`config.mk`:
```
export PLATFORM = sky130hd
export DESIGN_NAME = point_sort_by_origin_distance
export DESIGN_NICKNAME = d
export VERILOG_FILES = /design/src/hw/rtl/psod_pkg.sv /design/src/hw/rtl/psod_key.sv /design/src/hw/rtl/psod_cell.sv /design/src/hw/rtl/point_sort_by_origin_distance.sv
export VERILOG_INCLUDE_DIRS = /design/src /design/src/hw/rtl
export SDC_FILE = /design/constraint.sdc
export NUM_CORES = 2
export LEC_CHECK = 0
export BUFFER_PORTS_ARGS = -buffer_cell sky130_fd_sc_hd__buf_2
export CAP_MARGIN = 20
export CELL_PAD_IN_SITES_DETAIL_PLACEMENT = 1
export CELL_PAD_IN_SITES_GLOBAL_PLACEMENT = 1
export CORE_MARGIN = 2
export CORE_UTILIZATION = 56
export CTS_CLUSTER_DIAMETER = 150
export DETAILED_ROUTE_END_ITERATION = 7
export PLACE_DENSITY_LB_ADDON = 0.12
export SYNTH_ARGS = -nofsm -noshare
export SYNTH_HDL_FRONTEND = slang
export SYNTH_SLANG_ARGS = --single-unit
export TNS_END_PERCENT = 20
```
`constraint.sdc`:
```
create_clock -name i_clk -period 16.7 [get_ports i_clk]
set_input_delay 1.67 -clock i_clk [delete_from_list [all_inputs] [get_ports i_clk]]
set_output_delay 1.67 -clock i_clk [all_outputs]
set_load 0.005 [all_outputs]
```
`src/hw/rtl/point_sort_by_origin_distance_assert.svh`:
```
// Assertion macros used by the point sorter top level.
`ifndef POINT_SORT_BY_ORIGIN_DISTANCE_ASSERT_SVH
`define POINT_SORT_BY_ORIGIN_DISTANCE_ASSERT_SVH

// The consequent must hold in the same cycle as the antecedent.
`define PSOD_ASSERT_IMPL(lbl, ante, cons) \
    lbl: assert property (@(posedge i_clk) disable iff (!i_rst_n) (ante) |-> (cons)) \
        else $error("psod assertion failed");

// The consequent must hold in the cycle after the antecedent.
`define PSOD_ASSERT_NEXT(lbl, ante, cons) \
    lbl: assert property (@(posedge i_clk) disable iff (!i_rst_n) (ante) |=> (cons)) \
        else $error("psod assertion failed");

`endif

```
`src/hw/rtl/psod_pkg.sv`:
```
// Shared constants, types and the sort order for the point sorter.
package psod_pkg;

    localparam int MAX_POINTS = 16;
    localparam int CNT_W      = $clog2(MAX_POINTS + 1);
    localparam int COORD_W    = 16;
    localparam int KEY_W      = 2 * COORD_W;

    // One point with its precomputed squared distance.
    typedef struct packed {
        logic signed [COORD_W-1:0] x;
        logic signed [COORD_W-1:0] y;
        logic        [KEY_W-1:0]   key;
    } t_point;

    // A point on its way into the cell chain.
    typedef struct packed {
        logic   valid;
        logic   last;
        t_point pt;
    } t_ins;

    // Chain-wide command broadcast to every cell.
    typedef struct packed {
        logic insert;
        logic shift;
    } t_cell_ctl;

    // True when point a sorts strictly before point b.
    function automatic logic goes_before(input t_point a, input t_point b);
        logic res;
        if (a.key != b.key) begin
            res = (a.key < b.key);
        end else if (a.x != b.x) begin
            res = (a.x < b.x);
        end else begin
            res = (a.y > b.y);
        end
        return res;
    endfunction

endpackage

```
`src/hw/rtl/psod_key.sv`:
```
// Two-stage squared-distance pipeline in front of the cell chain.
module psod_key
    import psod_pkg::*;
(
    input  logic                      i_clk,
    input  logic                      i_rst_n,
    input  logic                      i_valid,
    input  logic                      i_last,
    input  logic signed [COORD_W-1:0] i_x,
    input  logic signed [COORD_W-1:0] i_y,
    output t_ins                      o_ins
);

    logic                      r_v1;
    logic                      r_last1;
    logic signed [COORD_W-1:0] r_x1;
    logic signed [COORD_W-1:0] r_y1;
    logic        [KEY_W-1:0]   r_sqx;
    logic        [KEY_W-1:0]   r_sqy;
    logic signed [KEY_W-1:0]   w_sqx;
    logic signed [KEY_W-1:0]   w_sqy;
    logic                      r_v2;
    logic                      r_last2;
    t_point                    r_pt2;

    // Squares of signed values are never negative and fit in 31 bits.
    assign w_sqx = i_x * i_x;
    assign w_sqy = i_y * i_y;

    // Control of both stages.
    always_ff @(posedge i_clk) begin
        if (!i_rst_n) begin
            r_v1 <= 1'b0;
            r_v2 <= 1'b0;
        end else begin
            r_v1 <= i_valid;
            r_v2 <= r_v1;
        end
    end

    // Stage one registers the squares, stage two their sum.
    always_ff @(posedge i_clk) begin
        r_last1   <= i_last;
        r_x1      <= i_x;
        r_y1      <= i_y;
        r_sqx     <= w_sqx;
        r_sqy     <= w_sqy;
        r_last2   <= r_last1;
        r_pt2.x   <= r_x1;
        r_pt2.y   <= r_y1;
        r_pt2.key <= r_sqx + r_sqy;
    end

    assign o_ins = t_ins'{valid: r_v2, last: r_last2, pt: r_pt2};

endmodule

```
`src/hw/rtl/psod_cell.sv`:
```
// One compare-and-shift cell of the sorted point chain.
module psod_cell
    import psod_pkg::*;
(
    input  logic      i_clk,
    input  t_cell_ctl i_ctl,
    input  t_point    i_new,
    input  t_point    i_left,
    input  t_point    i_right,
    input  logic      i_left_before,
    input  logic      i_occ,
    output t_point    o_point,
    output logic      o_before
);

    t_point r_pt;
    t_point n_pt;

    // An empty cell always yields to the arriving point.
    assign o_before = !i_occ || goes_before(i_new, r_pt);

    // Shift takes the right cell; insert the left if it moves, else new.
    always_comb begin
        n_pt = r_pt;
        if (i_ctl.shift) begin
            n_pt = i_right;
        end else if (i_ctl.insert && o_before) begin
            n_pt = i_left_before ? i_left : i_new;
        end
    end

    always_ff @(posedge i_clk) begin
        r_pt <= n_pt;
    end

    assign o_point = r_pt;

endmodule

```
`src/hw/rtl/point_sort_by_origin_distance.sv`:
```
// Top level of the point sorter: input pipeline, cell chain and output drain.
// Points stream in at one per cycle while the block is filling; each one
// passes the squared-distance pipeline and is then inserted by a chain of
// MAX_POINTS compare-and-shift cells that keeps the set ordered by squared
// distance, then x ascending, then y descending. Points that arrive with the
// chain full are dropped and flagged on tuser. After the point marked by
// tlast the input stalls while that point reaches the chain, then the held
// points leave one per cycle from the head cell (slower if the sink stalls),
// the final one with tlast; the input reopens as that final result is offered.
module point_sort_by_origin_distance
    import psod_pkg::*;
(
    input  logic        i_clk,
    input  logic        i_rst_n,
    input  logic        s_axis_tvalid,
    output logic        s_axis_tready,
    input  logic [31:0] s_axis_tdata,   // point_x [15:0], point_y [31:16]
    input  logic        s_axis_tlast,   // set_end
    output logic        m_axis_tvalid,
    input  logic        m_axis_tready,
    output logic [31:0] m_axis_tdata,   // out_x [15:0], out_y [31:16]
    output logic        m_axis_tlast,   // out_last
    output logic        m_axis_tuser    // overflowed
);

    `include "point_sort_by_origin_distance_assert.svh"

    typedef enum logic [2:0] {
        ST_FILL  = 3'b001,
        ST_WAIT  = 3'b010,
        ST_DRAIN = 3'b100
    } t_state;

    t_state             r_state;
    t_state             n_state;
    logic [CNT_W-1:0]   r_count;
    logic [CNT_W-1:0]   n_count;
    logic               r_drop;
    logic               n_drop;
    logic               r_out_valid;
    logic               r_out_last;
    logic               r_out_drop;
    t_point             r_out_pt;
    logic               w_accept;
    logic               w_load;
    logic               w_full;
    t_ins               w_ins;
    t_cell_ctl          w_ctl;
    t_point             w_cell   [MAX_POINTS];
    logic [MAX_POINTS-1:0] w_before;

    assign s_axis_tready = (r_state == ST_FILL);
    assign w_accept      = s_axis_tvalid && s_axis_tready;

    psod_key u_key (
        .i_clk   (i_clk),
        .i_rst_n (i_rst_n),
        .i_valid (w_accept),
        .i_last  (s_axis_tlast),
        .i_x     (s_axis_tdata[15:0]),
        .i_y     (s_axis_tdata[31:16]),
        .o_ins   (w_ins)
    );

    // Chain commands: insert when a point arrives and room is left, shift on drain.
    assign w_full       = (r_count == CNT_W'(MAX_POINTS));
    assign w_load       = (r_state == ST_DRAIN) && (!r_out_valid || m_axis_tready);
    assign w_ctl.insert = w_ins.valid && !w_full;
    assign w_ctl.shift  = w_load;

    // The cell chain; cell 0 holds the point that sorts first.
    for (genvar gi = 0; gi < MAX_POINTS; gi++) begin : g_cell
        psod_cell u_cell (
            .i_clk         (i_clk),
            .i_ctl         (w_ctl),
            .i_new         (w_ins.pt),
            .i_left        ((gi == 0) ? w_ins.pt : w_cell[(gi == 0) ? 0 : gi - 1]),
            .i_right       ((gi == MAX_POINTS - 1) ? w_ins.pt :
                            w_cell[(gi == MAX_POINTS - 1) ? gi : gi + 1]),
            .i_left_before ((gi == 0) ? 1'b0 : w_before[(gi == 0) ? 0 : gi - 1]),
            .i_occ         (r_count > CNT_W'(gi)),
            .o_point       (w_cell[gi]),
            .o_before      (w_before[gi])
        );
    end

    // Sequencing of fill, wait for the marked point, and drain.
    always_comb begin
        n_state = r_state;
        n_count = r_count;
        n_drop  = r_drop;
        case (r_state)
            ST_FILL: begin
                if (w_accept && s_axis_tlast) begin
                    n_state = ST_WAIT;
                end
            end
            ST_WAIT: begin
                if (w_ins.valid && w_ins.last) begin
                    n_state = ST_DRAIN;
                end
            end
            ST_DRAIN: begin
                if (w_load) begin
                    n_count = r_count - CNT_W'(1);
                    if (r_count == CNT_W'(1)) begin
                        n_drop  = 1'b0;
                        n_state = ST_FILL;
                    end
                end
            end
            default: begin
                n_state = ST_FILL;
            end
        endcase
        if (w_ins.valid) begin
            if (w_full) begin
                n_drop = 1'b1;
            end else begin
                n_count = r_count + CNT_W'(1);
            end
        end
    end

    always_ff @(posedge i_clk) begin
        if (!i_rst_n) begin
            r_state <= ST_FILL;
            r_count <= '0;
            r_drop  <= 1'b0;
        end else begin
            r_state <= n_state;
            r_count <= n_count;
            r_drop  <= n_drop;
        end
    end

    // Output register, loaded from the head cell.
    always_ff @(posedge i_clk) begin
        if (!i_rst_n) begin
            r_out_valid <= 1'b0;
        end else if (w_load) begin
            r_out_valid <= 1'b1;
        end else if (m_axis_tready) begin
            r_out_valid <= 1'b0;
        end
    end

    always_ff @(posedge i_clk) begin
        if (w_load) begin
            r_out_pt   <= w_cell[0];
            r_out_last <= (r_count == CNT_W'(1));
            r_out_drop <= r_drop;
        end
    end

    assign m_axis_tvalid = r_out_valid;
    assign m_axis_tdata  = {r_out_pt.y, r_out_pt.x};
    assign m_axis_tlast  = r_out_last;
    assign m_axis_tuser  = r_out_drop;

    // The chain never holds more points than it has cells.
    `PSOD_ASSERT_IMPL(a_count_bound, 1'b1, r_count <= CNT_W'(MAX_POINTS))
    // Draining always has a point to give out.
    `PSOD_ASSERT_IMPL(a_drain_nonempty, r_state == ST_DRAIN, r_count != '0)
    // Loading the final point empties the chain and reopens the input.
    `PSOD_ASSERT_NEXT(a_last_empties, w_load && (r_count == CNT_W'(1)),
                      (r_count == '0) && !r_drop && (r_state == ST_FILL))
    // No point leaves the key pipeline while a set is being drained.
    `PSOD_ASSERT_IMPL(a_no_ins_in_drain, r_state == ST_DRAIN, !w_ins.valid)

endmodule

```
# Word level (Yosys, flattened, before mapping)
# Cells that the tools add are included.
[totals] reg_bits=1232 latch_bits=0 ram_bits=0 rom_bits=0 out_inout_bits=36 elab_cells=346 mem_count=0
[op_classes] n_addsub=3 mul=2 div_mod_pow=0 magnitude_cmp=64 eq_ne=41 n_shift=0 mux=95 bitwise=0 n_reduce_logical=74
[ops] cell="two-way mux 64 bit" count=47
[ops] cell="< comparator 32 bit" count=16
[ops] cell="!= test 32 bit" count=16
[ops] cell="> comparator 16 bit" count=16
[ops] cell="< comparator 16 bit" count=16
[ops] cell="!= test 16 bit" count=16
[ops] cell="multiplier 16 x 16 -> 32 bit" count=2
[ops] cell="> comparator 5 x 4 -> 1 bit, second input constant" count=8
[ops] cell="two-way mux 1 bit" count=39
[ops] cell="nonzero test 2 bit" count=17
[ops] cell="adder 32 bit" count=1
[ops] cell="logical AND 1 bit" count=21
[ops] cell="> comparator 5 x 3 -> 1 bit, second input constant" count=4
[ops] cell="two-way mux 5 bit" count=4
[ops] cell="zero test 1 bit" count=18
[ops] cell="logical OR 1 bit" count=17
[ops] cell="two-way mux 3 bit" count=4
[ops] cell="> comparator 5 x 1 -> 1 bit, second input constant" count=2
[ops] cell="> comparator 5 x 2 -> 1 bit, second input constant" count=2
[ops] cell="one-hot mux 3 bit (3 select lines)" count=1
[ops] cell="adder 5 x 1 -> 5 bit, second input constant" count=1
[ops] cell="== test 5 x 1 -> 1 bit, second input constant" count=1
[ops] cell="== test 5 bit, second input constant" count=1
[ops] cell="subtractor 5 x 1 -> 5 bit, second input constant" count=1
[ops] cell="6 further kinds" count=8

# Logic depth before layout (Yosys ltp)
[logic_depth] depth_word=7 mapped_depth=25 ltp_nobuf=24

# Cells and area by module
# Synthesis repeated with hierarchy kept, for this count alone.
[hier_totals] hier_cells=10724 hier_area_um2=102792.3
[modules_own_cells] mod="psod_cell at g_cell[0].u_cell ..." n_inst=15 cells_each=516 area_per_inst_um2=4907.2 seq_area_each_um2=1921.8
[modules_own_cells] mod="psod_key" n_inst=1 cells_each=2323 area_per_inst_um2=22479.1 seq_area_each_um2=3203.1
[modules_own_cells] mod="psod_cell at g_cell[15].u_cell" n_inst=1 cells_each=516 area_per_inst_um2=4888.4 seq_area_each_um2=1921.8
[modules_own_cells] mod="point_sort_by_origin_distance" n_inst=1 cells_each=145 area_per_inst_um2=1816.7 seq_area_each_um2=1221.2

# Worst setup path after synthesis
# No wires, ideal clock.
[synth_path] kind="input-to-reg" startpoint="input s_axis_tdata[31]" endpoint="register u_key.r_sqy[31]" arrival_ns=7.842 slack_ns=8.731 stages=21 path_buffers=2 path_cell_list="clkbuf_1 > clkbuf_1 > nand2_1 > fa_1 > inv_1 > fa_1 > fa_1 > fa_1 > fa_1 > inv_1 > fa_1 > inv_1 > ha_1 > a211o_1 > o21ai_0 > nand2_1 > a311oi_1 > o21bai_1 > a221o_1 > a311oi_1 > xnor2_1"
[synth_via] elab_chain_len=1
[synth_rtl] item="from (decl)" line="point_sort_by_origin_distance.sv:17" text="input logic [31:0] s_axis_tdata,"
[synth_rtl] item="multiplier 16 x 16 -> 32 bit" line="psod_key.sv:28" text="assign w_sqy = i_y * i_y;"
[synth_rtl] item="via u_key.w_sqy[31]" line="psod_key.sv:21" text="logic signed [KEY_W-1:0] w_sqy;"
[synth_rtl] item="to (signal assigned)" line="psod_key.sv:47" text="r_sqy <= w_sqy;"
[synth_rtl] item="to (decl)" line="psod_key.sv:19" text="logic [KEY_W-1:0] r_sqy;"
# The timed path passes the listed nets, and every way through them passes these cells.
# A chain may end at the register's enable or synchronous reset.

# Worst setup path in the final report
# Ends and elaborated chain as after synthesis.

==> impl_metrics.ini <==
[outcome]
status = finished clean

[power_and_ir_drop]
power.switching_uw = 8950
leakage_uw = 0.0511
p_sw_share_pct = 47.6
power_density_mw_per_mm2 = 169
peakVddDrop_uv = 738
p_int_uw = 9840
power_frac_comb_pct = 60.9
finalPower_uw = 18800
power_frac_clock_pct = 18.2
p_seq_share_pct = 20.9

[grt]
grt_pass1_vias = 95800
antenna_found_initial = 22
gr-total-overflow = 0
grt_pass1_wl_um = 620000
grt_start_max_net_pins = 188
grt_usage_pct = 44.6

[synth]
synth_seq_cells = 1228
mappedNetlistNets = 12700
syn_inst = 10900
synth_top_area_share_pct = 30.7
synth_top_area_cell = edfxtp_1
syn-cell-area_mm2 = 0.103
synth_seq_area_share_pct = 34.0
synth_top_cells_by_area = edfxtp_1, ha_1, fa_1
synth_edf_count = 1058
synthDistinctLibCells = 84
ys_warn_count = 0
postSynthAreaPerCell_um2 = 9.48
synth_top_flop_cell = edfxtp_1
async_flop_share_pct = 0

[worst_setup_path]
cp-start-kind = primary input
cp_max_fo = 20
crit_end = u_key.r_sqy[31]
r2r-start = u_key.o_ins[29]
rr_worst_depth = 12
cp.arrival_ns = 8.79
worst_setup_path_end_kind = flop
critPathLaunch = s_axis_tdata[31]
rr_endpoint = g_cell[11].u_cell.o_point[44]
critical_path_required_ns = 17.42
path_class = in -> reg
r2r_slack_ns = 9.27

[routing]
num_vias = 91200
first_pass_iters = 8
ant_nets = 0
drcViolationCount = 0
avgViaCountPerCell = 6.86
wl_per_cell_um = 31.9
drt_iter0_markers = 11300
wirelength_um = 424000

[hold_path]
hold_class = reg -> reg

[sta]
worst_pin_slew_ns = 1.29
finalCritPeriodShare_pct = 48.3
clock.fmax_ghz = 0.124
finalHoldViolations = 0
rsz0062_at_grt = no
skew_ns = 0.0438
setup_viol = 0
setup_tns_ns = 0
slew_headroom_pct = 13.1
period_minus_slack_ns = 8.07
slew_viol_final = 0

[clock_tree]
holdBufCountCts = 0
root_buffer = clkbuf_16
clock_sinks = 1228
clockBufferDepth = 3
cts_tree = done
postCtsSetupBuffers = 0
cts_made_buffers = 151
htreeDepth = 4
clk_latency_ns = 0.86
post_cts_resized = 0
clk_pin_slew_ns = 0.06

[cells_and_area]
fin_util_pct = 60.7
final_cell_count_no_fill = 13300
final_nets = 12400
area_growth_pct = 7.44
drive_gt1_share_pct = 5.83

[placement]
post-place-cells = 13000
hpwl_um = 302000
portBuffers = 72
gp_congestion = 0.994

[floorplanning]
die-area_mm2 = 0.188
die_h_um = 434
rows = 157
die_width_um = 434
pin_count = 73
start_util_pct = 56.5
coreArea_mm2 = 0.183

[job]
cap_violations = 0
## metal layers
metal,part of all wire (%),GRT usage [%],vias to the layer above,wire (um)
met4,8.1,31.3,10,34400
met5,0.015,0,-,64
met2,44,68.5,5757,186000
li1,-,-,38400,-
met3,12,11.6,1502,50200
met1,36,54.6,45500,153000
## cells in the final DEF (no fill, tap or decap), types with 126 or more instances in the layout
cell	netlist	layout
a21o_1	297	296
a21oi_1	286	284
a221o_1	135	135
a22oi_1	131	130
a31oi_1	219	217
buf_4	2	170
clkbuf_16	0	157
dfxtp_1	170	170
edfxtp_1	1058	1058
fa_1	469	469
ha_1	1237	1237
inv_1	1718	1717
mux2i_1	331	331
nand2_1	703	691
nand3_1	462	462
nand4_1	271	271
nor2_1	618	618
nor2b_1	150	150
nor3_1	257	256
o211ai_1	292	292
o21ai_0	520	513
o221ai_1	127	126
## power by group through the flow
stage / Sequential, uW / Combinational, uW / Clock, uW
5_1_grt: 3930 / 12500 / 3520
3_3_place_gp: 3980 / 10500 / 0
3_5_place_dp: 3980 / 11100 / 0
4_1_cts: 3920 / 11200 / 3410
6_report: 3920 / 11500 / 3420
2_1_floorplan: 4030 / 7400 / 0
## worst max-delay path, stage by stage
cell      delay [ns]
buf_2           0.35
clkinv_1        0.58
nor2_1          0.39
fa_1            0.53
fa_1            0.88
fa_1            0.51
fa_1            0.48
fa_1            0.55
inv_1           0.06
fa_1            0.53
inv_1           0.04
ha_1            0.35
a211o_1         0.28
o21ai_0         0.19
nand2_1         0.08
a311oi_1        0.32
o21bai_1        0.14
a221o_1         0.40
a311oi_1        0.33
xnor2_1         0.11
## sequential cells by signal (all words and copies together) (netlist names), 3 cells and up
| signal | count |
|---|---|
| u_key.r_y1 | 16 |
| g_cell.u_cell.o_point | 1024 |
| m_axis_tdata | 32 |
| r_count | 5 |
| u_key.r_sqx | 30 |
| u_key.r_x1 | 16 |
| r_state | 3 |
| u_key.r_sqy | 30 |
| u_key.o_ins | 64 |
## Yosys cell counts, types with 23 or more instances
library cell  count
inv_1          1718
ha_1           1237
edfxtp_1       1058
nand2_1         703
nor2_1          618
o21ai_0         520
clkbuf_1        488
fa_1            469
nand3_1         462
mux2i_1         331
a21o_1          297
o211ai_1        292
a21oi_1         286
nand4_1         271
nor3_1          257
a31oi_1         219
dfxtp_1         170
nor2b_1         150
a221o_1         135
a22oi_1         131
o221ai_1        127
and2_1           93
xnor2_1          80
o21a_1           78
o31ai_1          77
mux2_2           67
clkbuf_2         61
a211oi_1         48
buf_1            44
nand2b_1         39
xor2_1           33
a2111oi_0        28
and3_1           28
nor4_1           28
buf_2            23
o21bai_1         23
## worst min path at each step
stage / from / to / cells past startpoint
finish: u_key.r_x1[7] / u_key.o_ins[55] / 0
floorplan: u_key.r_y1[1] / u_key.o_ins[33] / 0
global route: u_key.r_x1[6] / u_key.o_ins[54] / 0
global placement: u_key.r_x1[6] / u_key.o_ins[54] / 0
CTS: u_key.r_x1[7] / u_key.o_ins[55] / 0
detailed placement: u_key.r_x1[7] / u_key.o_ins[55] / 0
## kinds of logic (layout without fill, tap and decap cells)
logic type | after synthesis | after routing | synth area share, %
simple gates | 2742 | 2742 | 12.6
xor+xnor | 113 | 113 | 0.956
buf+inv | 2345 | 2250 | 8.71
other cells | 0 | 13 | 0
mux | 398 | 398 | 3.93
compound gates | 2383 | 2383 | 15.7
fa+ha+maj | 1706 | 1706 | 24.0
flops | 1228 | 1228 | 34.0
## stage by stage
stage	setup slack (ns)	hold WS (ns)	instance area, um2
after floorplan	8.73	0.310	103000
after global placement	7.84	0.312	106000
after detailed placement	7.77	0.315	106000
after CTS	8.67	0.321	111000
after global routing	8.05	0.337	111000
final	8.63	0.324	111000
## cell type report
type                            instances  area (um2)
Multi-Input combinational cell       7342       59700
Clock inverter                         75         724
Antenna cell                           13        32.5
Fill cell                           20500       72100
Tap cell                             2464        3080
Inverter                             1721        6470
Timing Repair Buffer                  252        1790
Sequential cell                      1228       35200
Clock buffer                          202        4180
Note: power is estimated with default switching activity, not from simulation.
